--- src/hdl/tte_pkg.sv ---
// Shared types and constants for the escape/cursor terminal core.
// Holds the operation codes passed from front end to back end and the queue status.
// No dependencies.
package tte_pkg;

    // Operation decoded by the front end, carried out by the back end
    typedef enum logic [3:0] {
        OP_NOP,
        OP_PRINT,
        OP_LF,
        OP_CR,
        OP_TAB,
        OP_UP,
        OP_DOWN,
        OP_RIGHT,
        OP_LEFT,
        OP_HOME,
        OP_CLEAR,
        OP_ERASE,
        OP_PLACE_RC,
        OP_PLACE_CR
    } t_op;

    // Drawing command on the result stream
    typedef enum logic [1:0] {
        CMD_NONE  = 2'd0,
        CMD_DRAW  = 2'd1,
        CMD_CLEAR = 2'd2,
        CMD_ERASE = 2'd3
    } t_cmd;

    // One queued operation: data is the glyph or the second coordinate,
    // coord is the first coordinate (both already offset-corrected)
    typedef struct packed {
        t_op        op;
        logic [7:0] data;
        logic [7:0] coord;
    } t_item;

    localparam int QUEUE_DEPTH = 2;
    localparam int PTR_W       = $clog2(QUEUE_DEPTH);
    localparam int CNT_W       = $clog2(QUEUE_DEPTH + 1);

    typedef struct packed {
        logic [CNT_W-1:0] count;
        logic             full;
        logic             empty;
    } t_fifo_stat;

endpackage

--- src/hdl/tte_front.sv ---
// Front end: escape-sequence parser that turns each received byte into one operation.
// Depends on tte_pkg.
module tte_front (
    input  logic          i_clk,
    input  logic          i_rst_n,
    input  logic          i_valid,
    input  logic [7:0]    i_byte,
    input  logic          i_ready,
    output logic          o_push,
    output tte_pkg::t_item o_item
);
    import tte_pkg::*;

    localparam logic [7:0] CHR_ESC       = 8'h1b;
    localparam logic [7:0] CHR_LAST_CTRL = 8'h1f;
    localparam logic [7:0] CHR_LF        = 8'h0a;
    localparam logic [7:0] CHR_CR        = 8'h0d;
    localparam logic [7:0] CHR_TAB       = 8'h09;
    localparam logic [7:0] CHR_LBRACKET  = 8'h5b;
    localparam logic [7:0] CHR_A         = 8'h41;
    localparam logic [7:0] CHR_B         = 8'h42;
    localparam logic [7:0] CHR_C         = 8'h43;
    localparam logic [7:0] CHR_D         = 8'h44;
    localparam logic [7:0] CHR_H         = 8'h48;
    localparam logic [7:0] CHR_J         = 8'h4a;
    localparam logic [7:0] CHR_K         = 8'h4b;
    localparam logic [7:0] CHR_X         = 8'h58;
    localparam logic [7:0] CHR_Y         = 8'h59;
    localparam logic [7:0] COORD_OFFSET  = 8'o37;

    typedef enum logic [2:0] {
        ST_IDLE,
        ST_ESC,
        ST_CSI,
        ST_COORD1,
        ST_COORD2
    } t_state;

    t_state     r_stage, n_stage;
    logic       r_row_first, n_row_first;
    logic [7:0] r_first_coord, n_first_coord;
    t_item      w_item;

    assign o_push = i_valid && i_ready;
    assign o_item = w_item;

    always_comb begin
        n_stage       = ST_IDLE;
        n_row_first   = r_row_first;
        n_first_coord = r_first_coord;
        w_item.op     = OP_NOP;
        w_item.data   = i_byte;
        w_item.coord  = r_first_coord - COORD_OFFSET;
        case (r_stage)
            ST_ESC: begin
                n_stage = (i_byte == CHR_LBRACKET) ? ST_CSI : ST_IDLE;
            end
            ST_CSI: begin
                case (i_byte)
                    CHR_A: w_item.op = OP_UP;
                    CHR_B: w_item.op = OP_DOWN;
                    CHR_C: w_item.op = OP_RIGHT;
                    CHR_D: w_item.op = OP_LEFT;
                    CHR_H: w_item.op = OP_HOME;
                    CHR_J: w_item.op = OP_CLEAR;
                    CHR_K: w_item.op = OP_ERASE;
                    CHR_X, CHR_Y: begin
                        n_row_first = (i_byte == CHR_Y);
                        n_stage     = ST_COORD1;
                    end
                    default: w_item.op = OP_NOP;
                endcase
            end
            ST_COORD1: begin
                n_first_coord = i_byte;
                n_stage       = ST_COORD2;
            end
            ST_COORD2: begin
                w_item.op   = r_row_first ? OP_PLACE_RC : OP_PLACE_CR;
                w_item.data = i_byte - COORD_OFFSET;
            end
            default: begin
                // idle; unreachable codes behave the same
                if (i_byte == CHR_ESC) begin
                    n_stage = ST_ESC;
                end else if (i_byte > CHR_LAST_CTRL) begin
                    w_item.op = OP_PRINT;
                end else if (i_byte == CHR_LF) begin
                    w_item.op = OP_LF;
                end else if (i_byte == CHR_CR) begin
                    w_item.op = OP_CR;
                end else if (i_byte == CHR_TAB) begin
                    w_item.op = OP_TAB;
                end
            end
        endcase
    end

    always_ff @(posedge i_clk) begin
        if (!i_rst_n) begin
            r_stage       <= ST_IDLE;
            r_row_first   <= 1'b0;
            r_first_coord <= 8'd0;
        end else if (o_push) begin
            r_stage       <= n_stage;
            r_row_first   <= n_row_first;
            r_first_coord <= n_first_coord;
        end
    end

endmodule

--- src/hdl/tte_fifo.sv ---
// Short queue of decoded operations between front end and back end.
// Depends on tte_pkg.
module tte_fifo (
    input  logic               i_clk,
    input  logic               i_rst_n,
    input  logic               i_push,
    input  tte_pkg::t_item     i_item,
    input  logic               i_pop,
    output tte_pkg::t_item     o_item,
    output tte_pkg::t_fifo_stat o_stat
);
    import tte_pkg::*;

    t_item             r_mem [QUEUE_DEPTH];
    logic [PTR_W-1:0]  r_wr_ptr;
    logic [PTR_W-1:0]  r_rd_ptr;
    logic [CNT_W-1:0]  r_count;

    assign o_item       = r_mem[r_rd_ptr];
    assign o_stat.count = r_count;
    assign o_stat.full  = (r_count == CNT_W'(QUEUE_DEPTH));
    assign o_stat.empty = (r_count == '0);

    always_ff @(posedge i_clk) begin
        if (i_push) begin
            r_mem[r_wr_ptr] <= i_item;
        end
    end

    always_ff @(posedge i_clk) begin
        if (!i_rst_n) begin
            r_wr_ptr <= '0;
            r_rd_ptr <= '0;
            r_count  <= '0;
        end else begin
            if (i_push) begin
                r_wr_ptr <= (r_wr_ptr == PTR_W'(QUEUE_DEPTH - 1)) ? '0 : r_wr_ptr + 1'b1;
            end
            if (i_pop) begin
                r_rd_ptr <= (r_rd_ptr == PTR_W'(QUEUE_DEPTH - 1)) ? '0 : r_rd_ptr + 1'b1;
            end
            r_count <= r_count + CNT_W'(i_push) - CNT_W'(i_pop);
        end
    end

endmodule

--- src/hdl/tte_back.sv ---
// Back end: applies queued operations to the cursor and registers one result each.
// Depends on tte_pkg.
module tte_back #(
    parameter int GRID_COLS       = 30,
    parameter int GRID_ROWS       = 18,
    parameter int TAB_WIDTH       = 3,
    parameter int CELL_WIDTH      = 8,
    parameter int CELL_HEIGHT     = 16,
    parameter int TOP_MARGIN_ROWS = 2
) (
    input  logic            i_clk,
    input  logic            i_rst_n,
    input  tte_pkg::t_item  i_item,
    input  logic            i_avail,
    output logic            o_pop,
    output logic            o_valid,
    input  logic            i_ready,
    output tte_pkg::t_cmd   o_command,
    output logic [7:0]      o_glyph,
    output logic [7:0]      o_x_start,
    output logic [8:0]      o_y_start,
    output logic [7:0]      o_x_end,
    output logic [8:0]      o_y_end,
    output logic [4:0]      o_cursor_row,
    output logic [4:0]      o_cursor_col
);
    import tte_pkg::*;

    localparam int         RW    = (GRID_ROWS > 1) ? $clog2(GRID_ROWS) : 1;
    localparam int         CW    = (GRID_COLS > 1) ? $clog2(GRID_COLS) : 1;
    localparam logic [7:0] X_END = 8'(GRID_COLS * CELL_WIDTH);

    // constant tables: byte modulo grid size, next tab stop per column
    logic [RW-1:0] w_row_mod  [256];
    logic [CW-1:0] w_col_mod  [256];
    logic [CW-1:0] w_tab_stop [2**CW];
    logic          w_tab_ok   [2**CW];

    for (genvar gi = 0; gi < 256; gi++) begin : g_mod
        assign w_row_mod[gi] = RW'(gi % GRID_ROWS);
        assign w_col_mod[gi] = CW'(gi % GRID_COLS);
    end
    for (genvar gi = 0; gi < 2**CW; gi++) begin : g_tab
        assign w_tab_stop[gi] = CW'(gi + TAB_WIDTH - (gi % TAB_WIDTH));
        assign w_tab_ok[gi]   = (gi + TAB_WIDTH - (gi % TAB_WIDTH)) < GRID_COLS;
    end

    logic [RW-1:0] r_row, n_row;
    logic [CW-1:0] r_col, n_col;
    logic          r_valid;
    t_cmd          r_cmd, n_cmd;
    logic [7:0]    r_glyph, n_glyph;
    logic [7:0]    r_xs, n_xs;
    logic [8:0]    r_ys, n_ys;
    logic [7:0]    r_xe, n_xe;
    logic [8:0]    r_ye, n_ye;

    logic [RW-1:0] w_row_inc, w_row_dec;
    logic [CW-1:0] w_col_inc, w_col_dec;
    logic [7:0]    w_row_idx, w_col_idx;
    logic [7:0]    w_cell_x;
    logic [8:0]    w_cell_y, w_cell_y_end;

    assign o_pop = i_avail && (!r_valid || i_ready);

    assign w_row_inc = (r_row == RW'(GRID_ROWS - 1)) ? '0 : r_row + 1'b1;
    assign w_row_dec = (r_row == '0) ? RW'(GRID_ROWS - 1) : r_row - 1'b1;
    assign w_col_inc = (r_col == CW'(GRID_COLS - 1)) ? '0 : r_col + 1'b1;
    assign w_col_dec = (r_col == '0) ? CW'(GRID_COLS - 1) : r_col - 1'b1;

    assign w_row_idx = (i_item.op == OP_PLACE_RC) ? i_item.coord : i_item.data;
    assign w_col_idx = (i_item.op == OP_PLACE_RC) ? i_item.data : i_item.coord;

    assign w_cell_x     = 8'(int'(r_col) * CELL_WIDTH);
    assign w_cell_y     = 9'((TOP_MARGIN_ROWS + int'(r_row)) * CELL_HEIGHT);
    assign w_cell_y_end = 9'((TOP_MARGIN_ROWS + int'(r_row) + 1) * CELL_HEIGHT);

    always_comb begin
        n_row   = r_row;
        n_col   = r_col;
        n_cmd   = CMD_NONE;
        n_glyph = 8'd0;
        n_xs    = 8'd0;
        n_ys    = 9'd0;
        n_xe    = 8'd0;
        n_ye    = 9'd0;
        case (i_item.op)
            OP_PRINT: begin
                n_cmd   = CMD_DRAW;
                n_glyph = i_item.data;
                n_xs    = w_cell_x;
                n_ys    = w_cell_y;
                n_col   = w_col_inc;
                if (r_col == CW'(GRID_COLS - 1)) begin
                    n_row = w_row_inc;
                end
            end
            OP_LF, OP_DOWN: n_row = w_row_inc;
            OP_CR:          n_col = '0;
            OP_TAB: begin
                if (w_tab_ok[r_col]) begin
                    n_col = w_tab_stop[r_col];
                end else begin
                    n_col = '0;
                    n_row = w_row_inc;
                end
            end
            OP_UP:    n_row = w_row_dec;
            OP_RIGHT: n_col = w_col_inc;
            OP_LEFT:  n_col = w_col_dec;
            OP_HOME: begin
                n_row = '0;
                n_col = '0;
            end
            OP_CLEAR: n_cmd = CMD_CLEAR;
            OP_ERASE: begin
                n_cmd = CMD_ERASE;
                n_xs  = w_cell_x;
                n_ys  = w_cell_y;
                n_xe  = X_END;
                n_ye  = w_cell_y_end;
            end
            OP_PLACE_RC, OP_PLACE_CR: begin
                n_row = w_row_mod[w_row_idx];
                n_col = w_col_mod[w_col_idx];
            end
            default: n_cmd = CMD_NONE;
        endcase
    end

    always_ff @(posedge i_clk) begin
        if (!i_rst_n) begin
            r_row   <= '0;
            r_col   <= '0;
            r_valid <= 1'b0;
        end else begin
            if (o_pop) begin
                r_row   <= n_row;
                r_col   <= n_col;
                r_valid <= 1'b1;
            end else if (i_ready) begin
                r_valid <= 1'b0;
            end
        end
    end

    always_ff @(posedge i_clk) begin
        if (o_pop) begin
            r_cmd   <= n_cmd;
            r_glyph <= n_glyph;
            r_xs    <= n_xs;
            r_ys    <= n_ys;
            r_xe    <= n_xe;
            r_ye    <= n_ye;
        end
    end

    logic [RW-1:0] r_row_out;
    logic [CW-1:0] r_col_out;
    always_ff @(posedge i_clk) begin
        if (o_pop) begin
            r_row_out <= n_row;
            r_col_out <= n_col;
        end
    end

    assign o_valid      = r_valid;
    assign o_command    = r_cmd;
    assign o_glyph      = r_glyph;
    assign o_x_start    = r_xs;
    assign o_y_start    = r_ys;
    assign o_x_end      = r_xe;
    assign o_y_end      = r_ye;
    assign o_cursor_row = 5'(r_row_out);
    assign o_cursor_col = 5'(r_col_out);

endmodule

--- src/hdl/text_terminal_escape_cursor_core.sv ---
// Terminal escape parser and cursor tracker: one result transaction per received byte.
// Path: an accepted byte is stored in the operation queue, then popped into the result register on the master side.
// Throughput: one byte per cycle, sustained; set by the two-entry operation queue and the
// result register, which both pass a transaction every cycle when the sink is ready.
// Reset (i_rst_n low, synchronous): cursor to row 0 column 0, parser idle, queue and result empty.
// Depends on tte_pkg, tte_front, tte_fifo, tte_back.
module text_terminal_escape_cursor_core #(
    parameter int GRID_COLS       = 30,
    parameter int GRID_ROWS       = 18,
    parameter int TAB_WIDTH       = 3,
    parameter int CELL_WIDTH      = 8,
    parameter int CELL_HEIGHT     = 16,
    parameter int TOP_MARGIN_ROWS = 2
) (
    input  logic        i_clk,
    input  logic        i_rst_n,
    // byte stream in
    input  logic        i_s_tvalid,
    output logic        o_s_tready,
    input  logic [7:0]  i_s_tdata,   // [7:0] rx_byte
    // result stream out
    output logic        o_m_tvalid,
    input  logic        i_m_tready,
    output logic [55:0] o_m_tdata,   // [7:0] glyph, [15:8] x_start, [24:16] y_start,
                                     // [32:25] x_end, [41:33] y_end, [46:42] cursor_row_out,
                                     // [51:47] cursor_col_out, [55:52] zero
    output logic [1:0]  o_m_tuser    // [1:0] command
);
    import tte_pkg::*;

    // front end -> queue
    logic       w_push;
    t_item      w_front_item;
    // queue -> back end
    t_item      w_queue_item;
    t_fifo_stat w_fifo_stat;
    logic       w_pop;
    // result fields
    t_cmd       w_cmd;
    logic [7:0] w_glyph, w_xs, w_xe;
    logic [8:0] w_ys, w_ye;
    logic [4:0] w_row, w_col;

    // Take a byte whenever the queue has room; the sink side never throttles this directly.
    assign o_s_tready = !w_fifo_stat.full;

    // Parse escapes and classify each byte into an operation
    tte_front u_front (
        .i_clk   (i_clk),
        .i_rst_n (i_rst_n),
        .i_valid (i_s_tvalid),
        .i_byte  (i_s_tdata),
        .i_ready (o_s_tready),
        .o_push  (w_push),
        .o_item  (w_front_item)
    );

    // Hold operations so parser and cursor side can stall independently
    tte_fifo u_fifo (
        .i_clk   (i_clk),
        .i_rst_n (i_rst_n),
        .i_push  (w_push),
        .i_item  (w_front_item),
        .i_pop   (w_pop),
        .o_item  (w_queue_item),
        .o_stat  (w_fifo_stat)
    );

    // Advance the cursor and register the drawing command
    tte_back #(
        .GRID_COLS       (GRID_COLS),
        .GRID_ROWS       (GRID_ROWS),
        .TAB_WIDTH       (TAB_WIDTH),
        .CELL_WIDTH      (CELL_WIDTH),
        .CELL_HEIGHT     (CELL_HEIGHT),
        .TOP_MARGIN_ROWS (TOP_MARGIN_ROWS)
    ) u_back (
        .i_clk        (i_clk),
        .i_rst_n      (i_rst_n),
        .i_item       (w_queue_item),
        .i_avail      (!w_fifo_stat.empty),
        .o_pop        (w_pop),
        .o_valid      (o_m_tvalid),
        .i_ready      (i_m_tready),
        .o_command    (w_cmd),
        .o_glyph      (w_glyph),
        .o_x_start    (w_xs),
        .o_y_start    (w_ys),
        .o_x_end      (w_xe),
        .o_y_end      (w_ye),
        .o_cursor_row (w_row),
        .o_cursor_col (w_col)
    );

    // Pack the result fields, lowest field first, padded to whole bytes
    assign o_m_tdata = {4'd0, w_col, w_row, w_ye, w_xe, w_ys, w_xs, w_glyph};
    assign o_m_tuser = w_cmd;

    // Queue occupancy follows pushes and pops exactly
    a_fifo_count : assert property (@(posedge i_clk) disable iff (!i_rst_n)
        i_rst_n |=> (w_fifo_stat.count ==
                     CNT_W'($past(w_fifo_stat.count) + CNT_W'($past(w_push))
                            - CNT_W'($past(w_pop)))))
        else $error("queue count out of step with push/pop");

    // A pop never happens on an empty queue
    a_no_pop_empty : assert property (@(posedge i_clk) disable iff (!i_rst_n)
        w_pop |-> !w_fifo_stat.empty)
        else $error("pop from empty queue");

    // Results without drawing geometry carry zeroed glyph and coordinates
    a_idle_fields : assert property (@(posedge i_clk) disable iff (!i_rst_n)
        (o_m_tvalid && (o_m_tuser == CMD_NONE || o_m_tuser == CMD_CLEAR))
        |-> (o_m_tdata[41:0] == 42'd0))
        else $error("geometry present on a non-drawing result");

    // Reported cursor stays on the grid
    a_cursor_range : assert property (@(posedge i_clk) disable iff (!i_rst_n)
        o_m_tvalid |-> ((GRID_ROWS > 32 || int'(w_row) < GRID_ROWS) &&
                        (GRID_COLS > 32 || int'(w_col) < GRID_COLS)))
        else $error("cursor off the grid");

endmodule
--- config.mk ---
export PLATFORM = sky130hd
export DESIGN_NAME = text_terminal_escape_cursor_core
export DESIGN_NICKNAME = d
export VERILOG_FILES = /design/src/hdl/tte_pkg.sv /design/src/hdl/tte_front.sv /design/src/hdl/tte_fifo.sv /design/src/hdl/tte_back.sv /design/src/hdl/text_terminal_escape_cursor_core.sv
export SDC_FILE = /design/constraint.sdc
export NUM_CORES = 1
export LEC_CHECK = 0
export ABC_CLOCK_PERIOD_IN_PS = 10400
export BUFFER_PORTS_ARGS = -buffer_cell sky130_fd_sc_hd__buf_4
export CAP_MARGIN = 20
export CORE_UTILIZATION = 52
export DETAILED_ROUTE_END_ITERATION = 8
export GPL_ROUTABILITY_DRIVEN = 1
export PLACE_DENSITY_LB_ADDON = 0.12
export RECOVER_POWER = 25
export SYNTH_ARGS = -nofsm -noshare
export SYNTH_HDL_FRONTEND = slang
export SYNTH_SLANG_ARGS = --single-unit
--- constraint.sdc ---
create_clock -name i_clk -period 10.4 [get_ports i_clk]
set_input_delay 0.52 -clock i_clk [delete_from_list [all_inputs] [get_ports i_clk]]
set_output_delay 0.52 -clock i_clk [all_outputs]
set_load 0.03 [all_outputs]
* Word-level counts from Yosys, hierarchy flattened
Memory sizes are Yosys's and may differ from the RTL's. A register that Yosys moved wholly into a read port is not among the register bits. Cells that the tools add are included.
Word-level totals: register bits 81, memory bits (writable) 40, memory bits (read-only) 2752, input bits 12, word-level logic and storage cells 139, memories 5
Cells by class: add/subtract/negate cells 12, order comparisons 4, equal/unequal tests 34, multiplexer cells 42, bitwise gates (word level) 3, reduce and logical (&&, ||, !) cells 19
Memory list:
- (no name shown) | words 256, bits a word 5, read ports 1, clocked after Yosys merged registers in 0, write ports 0, RTL line tte_back.sv:124 | n_row = w_row_mod[w_row_idx];
- (no name shown) | words 256, bits a word 5, read ports 1, clocked after Yosys merged registers in 0, write ports 0, RTL line tte_back.sv:125 | n_col = w_col_mod[w_col_idx];
- (no name shown) | words 32, bits a word 5, read ports 1, clocked after Yosys merged registers in 0, write ports 0, RTL line tte_back.sv:102 | n_col = w_tab_stop[r_col];
- u_fifo.r_mem | words 2, bits a word 20, read ports 1, clocked after Yosys merged registers in 1, write ports 1, RTL line tte_fifo.sv:14 | t_item r_mem [QUEUE_DEPTH];
- (no name shown) | words 32, bits a word 1, read ports 1, clocked after Yosys merged registers in 0, write ports 0, RTL line tte_back.sv:101 | if (w_tab_ok[r_col]) begin
Operators with widths (count):
- == test 8 x 7 -> 1 bit, second input constant | 10
- two-way mux 5 bit | 13
- two-way mux 8 bit | 4
- one-hot mux 5 bit (6 select lines) | 1
- one-hot mux 4 bit (7 select lines) | 1
- one-hot mux 5 bit (5 select lines) | 1
- == test 4 bit, second input constant | 6
- == test 8 x 4 -> 1 bit, second input constant | 3
- >= comparator 9 bit, second input constant | 2
- inverter 8 -> 9 bit | 2
- == test 4 x 3 -> 1 bit, second input constant | 4
- two-way mux 4 bit | 4
- subtractor 8 x 5 -> 8 bit, second input constant | 2
- OR reduction 2 bit | 7
- two-way mux 1 bit | 12
- one-hot mux 3 bit (4 select lines) | 1
- one-hot mux 4 bit (3 select lines) | 1
- adder 5 x 1 -> 5 bit, second input constant | 2
- == test 5 bit, second input constant | 2
- zero test 5 bit | 2
- subtractor 5 x 1 -> 5 bit, second input constant | 2
- == test 4 x 2 -> 1 bit, second input constant | 2
- == test 8 x 5 -> 1 bit, second input constant | 1
- greater-than comparator 8 x 5 -> 1 bit, second input constant | 1
- other kinds (22) | 28

* Longest topological paths before layout
depth after elaboration 7, depth in mapped cells 16

* Hierarchy
Synthesis repeated with hierarchy kept, for this count alone.
Unflattened totals: cells, all modules 952, area total of the unflattened synthesis 8451.9 um2
By module, submodules not included:
- tte_back | instances 1, cells each 732, area an instance 5688.0 um2, seq. area each 1301.2 um2
- tte_fifo | instances 1, cells each 83, area an instance 1666.6 um2, seq. area each 1301.2 um2
- tte_front | instances 1, cells each 130, area an instance 1056.0 um2, seq. area each 240.2 um2
- text_terminal_escape_cursor_core | instances 1, cells each 7, area an instance 41.3 um2, seq. area each 0.0 um2

* Least setup slack after synthesis
OpenSTA, ideal clock, no wires.
kind reg-to-reg, start point register with a tool-made name, end point register u_back.r_row_out[2] (netlist: u_back.o_cursor_row[2]) (data pin), setup time 0.146 ns, data arrival time 3.432 ns, data required time 10.254 ns, slack 6.821 ns, stages on the path, launching flop included 17, path buffers 5, clock period less this slack 3.579 ns, cell sequence dfxtp_1 mux2_4 buf_6 a211o_4 buf_6 buf_6 buf_6 mux2i_1 ha_1 clkbuf_1 nor4b_1 o31ai_1 o21ai_0 o31ai_1 o22ai_1 a221o_1 a21boi_1
RTL lines:
- end signal, assigned | RTL line tte_back.sv:162 | r_row_out <= n_row;
- end, declared | RTL line tte_back.sv:158 | logic [RW-1:0] r_row_out;

==> results_dict.tcl <==
set metrics [dict create \
    top_usage_layer "met2" \
    overflow 0 \
    crit_type "reg -> reg" \
    slowest_delay_ns 0.59 \
    cts_hold_buf 0 \
    ir_drop_mv 0.149 \
    critPathLaunchType "flip-flop" \
    ctsResizeCount 0 \
    skew_ns 0.0111 \
    synth_async_sr_flop_share_pct 0 \
    dr.first_iter.drc_count 756 \
    stdcell_count 1158 \
    place_ws_ns 6.13 \
    route.detailed.drc 0 \
    hp-class "in -> reg" \
    grt.met1_usage_pct 37.5 \
    regArea_um2 2840 \
    post_cts_buffers 0 \
    timing.final.ws_setup_ns 6.03 \
    path_common_cell "o31ai_1" \
    htreeDepth 3 \
    grt_pass1_vias 6505 \
    final_area_um2 8810 \
    antenna_cells 0 \
    grt_use_met3_pct 5.68 \
    clock_latency_ns 0.37 \
    drtAntennaViolNets 0 \
    die_h_um 128 \
    rsz0062_at_grt "no" \
    yosysWarningCount 0 \
    dp.final_hpwl_mm 15.4 \
    ys_ff_latch 104 \
    die_area_um2 16500 \
    power_density_nw_per_um2 256 \
    p_leak_uw 0.00324 \
    ios 72 \
    fp.coreArea_um2 15400 \
    antenna_found_initial 0 \
    place_area_um2 8660 \
    cp-end-kind "flip-flop" \
    cp_max_fo 67 \
    first_pass_iters 6 \
    cts_root_buffer "clkbuf_16" \
    dieWidth_um 128 \
    detail_route.wl_per_cell_um 18.6 \
    vias 7322 \
    synth-main-ff-cell "edfxtp_1" \
    max_freq_mhz 229 \
    netlist_instances 925 \
    via_per_inst 6.32 \
    synth.yosys.seq_area_share_pct 34.3 \
    synthesis.area_um2 8300 \
    crit_path_top_delay_cell "buf_4" \
    tightest_slew_ns 0.987 \
    relSlewSlack_pct 34.2 \
    final_cell_mix "nor2_1, edfxtp_1, nand2_1" \
    initial_core_util_pct 54.0 \
    cts_sinks 104 \
    drv_cap 0 \
    avgSynthCellArea_um2 8.97 \
    clk_path_buf_depth 2 \
    drive_above_1_share_pct 9.50 \
    tns_ns 0 \
    routed_wl_mm 21.5 \
    post-route-period-util_pct 42.0 \
    port_buffers 52 \
    fp-row-count 45 \
    ys_types 91 \
    outcome "finished clean" \
    grt_max_degree 68 \
    cts_tree "built" \
    post-route-min-period_ns 4.37 \
    areaGrowthSynthToFinish_pct 6.23 \
    grt_use_total_pct 26.8 \
    grt_pass1_wl_mm 34.4 \
    crit_required_ns 10.62 \
    met2_usage_pct 41.2 \
    drv_slew 0 \
    final_common_cell "nor2_1" \
    worst_setup_hold_path_clk_slew_ns 0.08 \
    synth-edff-count 76 \
    hold_viol_final 0 \
    cp.arrival_ns 4.59 \
    gp_congestion 0.933 \
    multi_input_area_um2 4920 \
    final_nets 988 \
    cts_made_buffers 9 \
    crit_path_cell_trace "buf_4 -> mux2_4 -> a211o_4 -> mux2i_1 -> inv_1 -> ha_1 -> a2111oi_0 -> o31ai_1 -> o21ai_0 -> o31ai_1 -> o22ai_1 -> a221o_1 -> a21boi_1" \
    dp_cells 1142 \
    setup_viol 0 \
    nFillCells 1435 \
]
[cells by family (layout without fill, tap and decap cells)]
group / after synthesis / in the layout / synth area share, %
adder cells (fa/ha/maj): 35 / 35 / 5.25
flip-flops: 104 / 104 / 34.3
AO/OA/AOI/OAI: 229 / 229 / 19.5
XOR/XNOR: 26 / 26 / 2.74
multiplexers: 81 / 81 / 11.3
buffers and inverters: 115 / 119 / 7.27
other: 1 / 19 / 0.0452
AND/OR/NAND/NOR: 334 / 334 / 19.6
[per-layer routing]
| layer | vias to the layer above | share of wire, % |
|---|---|---|
| met5 | - | 0 |
| met4 | 0 | 2.2 |
| met3 | 43 | 7.8 |
| met2 | 310 | 45 |
| met1 | 3502 | 45 |
| li1 | 3467 | - |
[cell usage after synthesis, drive strengths merged (12+ instances only)]
cell type | n | area, um2
a211oi | 17 | 140
o21ai | 44 | 220
xnor2 | 16 | 140
mux2 | 23 | 270
mux2i | 55 | 603
buf | 49 | 355
dfxtp | 28 | 561
nand2b | 12 | 75.1
clkbuf | 28 | 105
a21oi | 46 | 234
a31oi | 17 | 106
nand3 | 32 | 173
o211ai | 12 | 95.1
inv | 36 | 135
nand2 | 74 | 278
nor3 | 47 | 235
nor2 | 102 | 383
edfxtp | 76 | 2280
ha | 34 | 425
[final cells by class]
type,count,share of cell area [%]
multi-input combinational,724,55.8
clock inverter,7,0.795
clock buffer,9,2.56
inverter,38,1.62
tap,211,3.00
sequential,104,32.3
timing repair buffer,65,3.96
[final timing paths]
path	start	to	slack [ns]	cells past startpoint
worst min register to register	u_front.r_row_first	u_front.r_row_first	0.49	2
worst max-delay path	flip-flop	u_back.o_cursor_row[2]	6.03	13
worst min-delay path	i_s_tdata[7]	u_front.r_first_coord[7]	0.46	3
worst max register to register	flip-flop	u_back.o_cursor_row[2]	6.03	13
[worst max-delay path: cells and delay by family, from the launching register on]
family / cells / cell delay (ns)
buffers and inverters: 2 / 0.75
DFF: 1 / 0.31
AOI/OAI and AO/OA: 8 / 2.04
adders and majority gates: 1 / 0.42
muxes: 2 / 0.65
[metrics by stage]
stage / total power (uW) / hold slack [ns] / utilization (%)
2_1_floorplan: 1630 / 0.451 / -
3_3_place_gp: 1950 / 0.476 / 56.3
3_5_place_dp: 1950 / 0.475 / 56.3
4_1_cts: 2300 / 0.453 / 58.2
5_1_grt: 2410 / 0.477 / 57.3
6_report: 2260 / 0.457 / 57.3
[flip-flops by register name, summed over array words and instances (netlist names), named ones only]
signal and cells:
u_front.r_row_first 1, u_back.r_col 5, u_back.o_y_end 5, u_back.o_valid 1, u_fifo.r_wr_ptr 1, u_back.o_x_start 5
u_back.o_command 2, u_front.r_stage 3, u_back.o_y_start 5, u_front.r_first_coord 8, u_back.r_row 5, u_fifo.r_count 2
u_fifo.r_rd_ptr 1, u_back.o_glyph 8, u_fifo.r_mem 40, u_back.o_cursor_row 5, u_back.o_cursor_col 5, u_back.o_x_end 1
[where the power goes]
part	leakage [uW]	internal, uW	switching (uW)	total (uW)
clock network	0.000141	169	173	342
registers	0.000934	575	86.8	662
logic	0.00216	414	841	1260
Power figures use the tool's default switching activity.
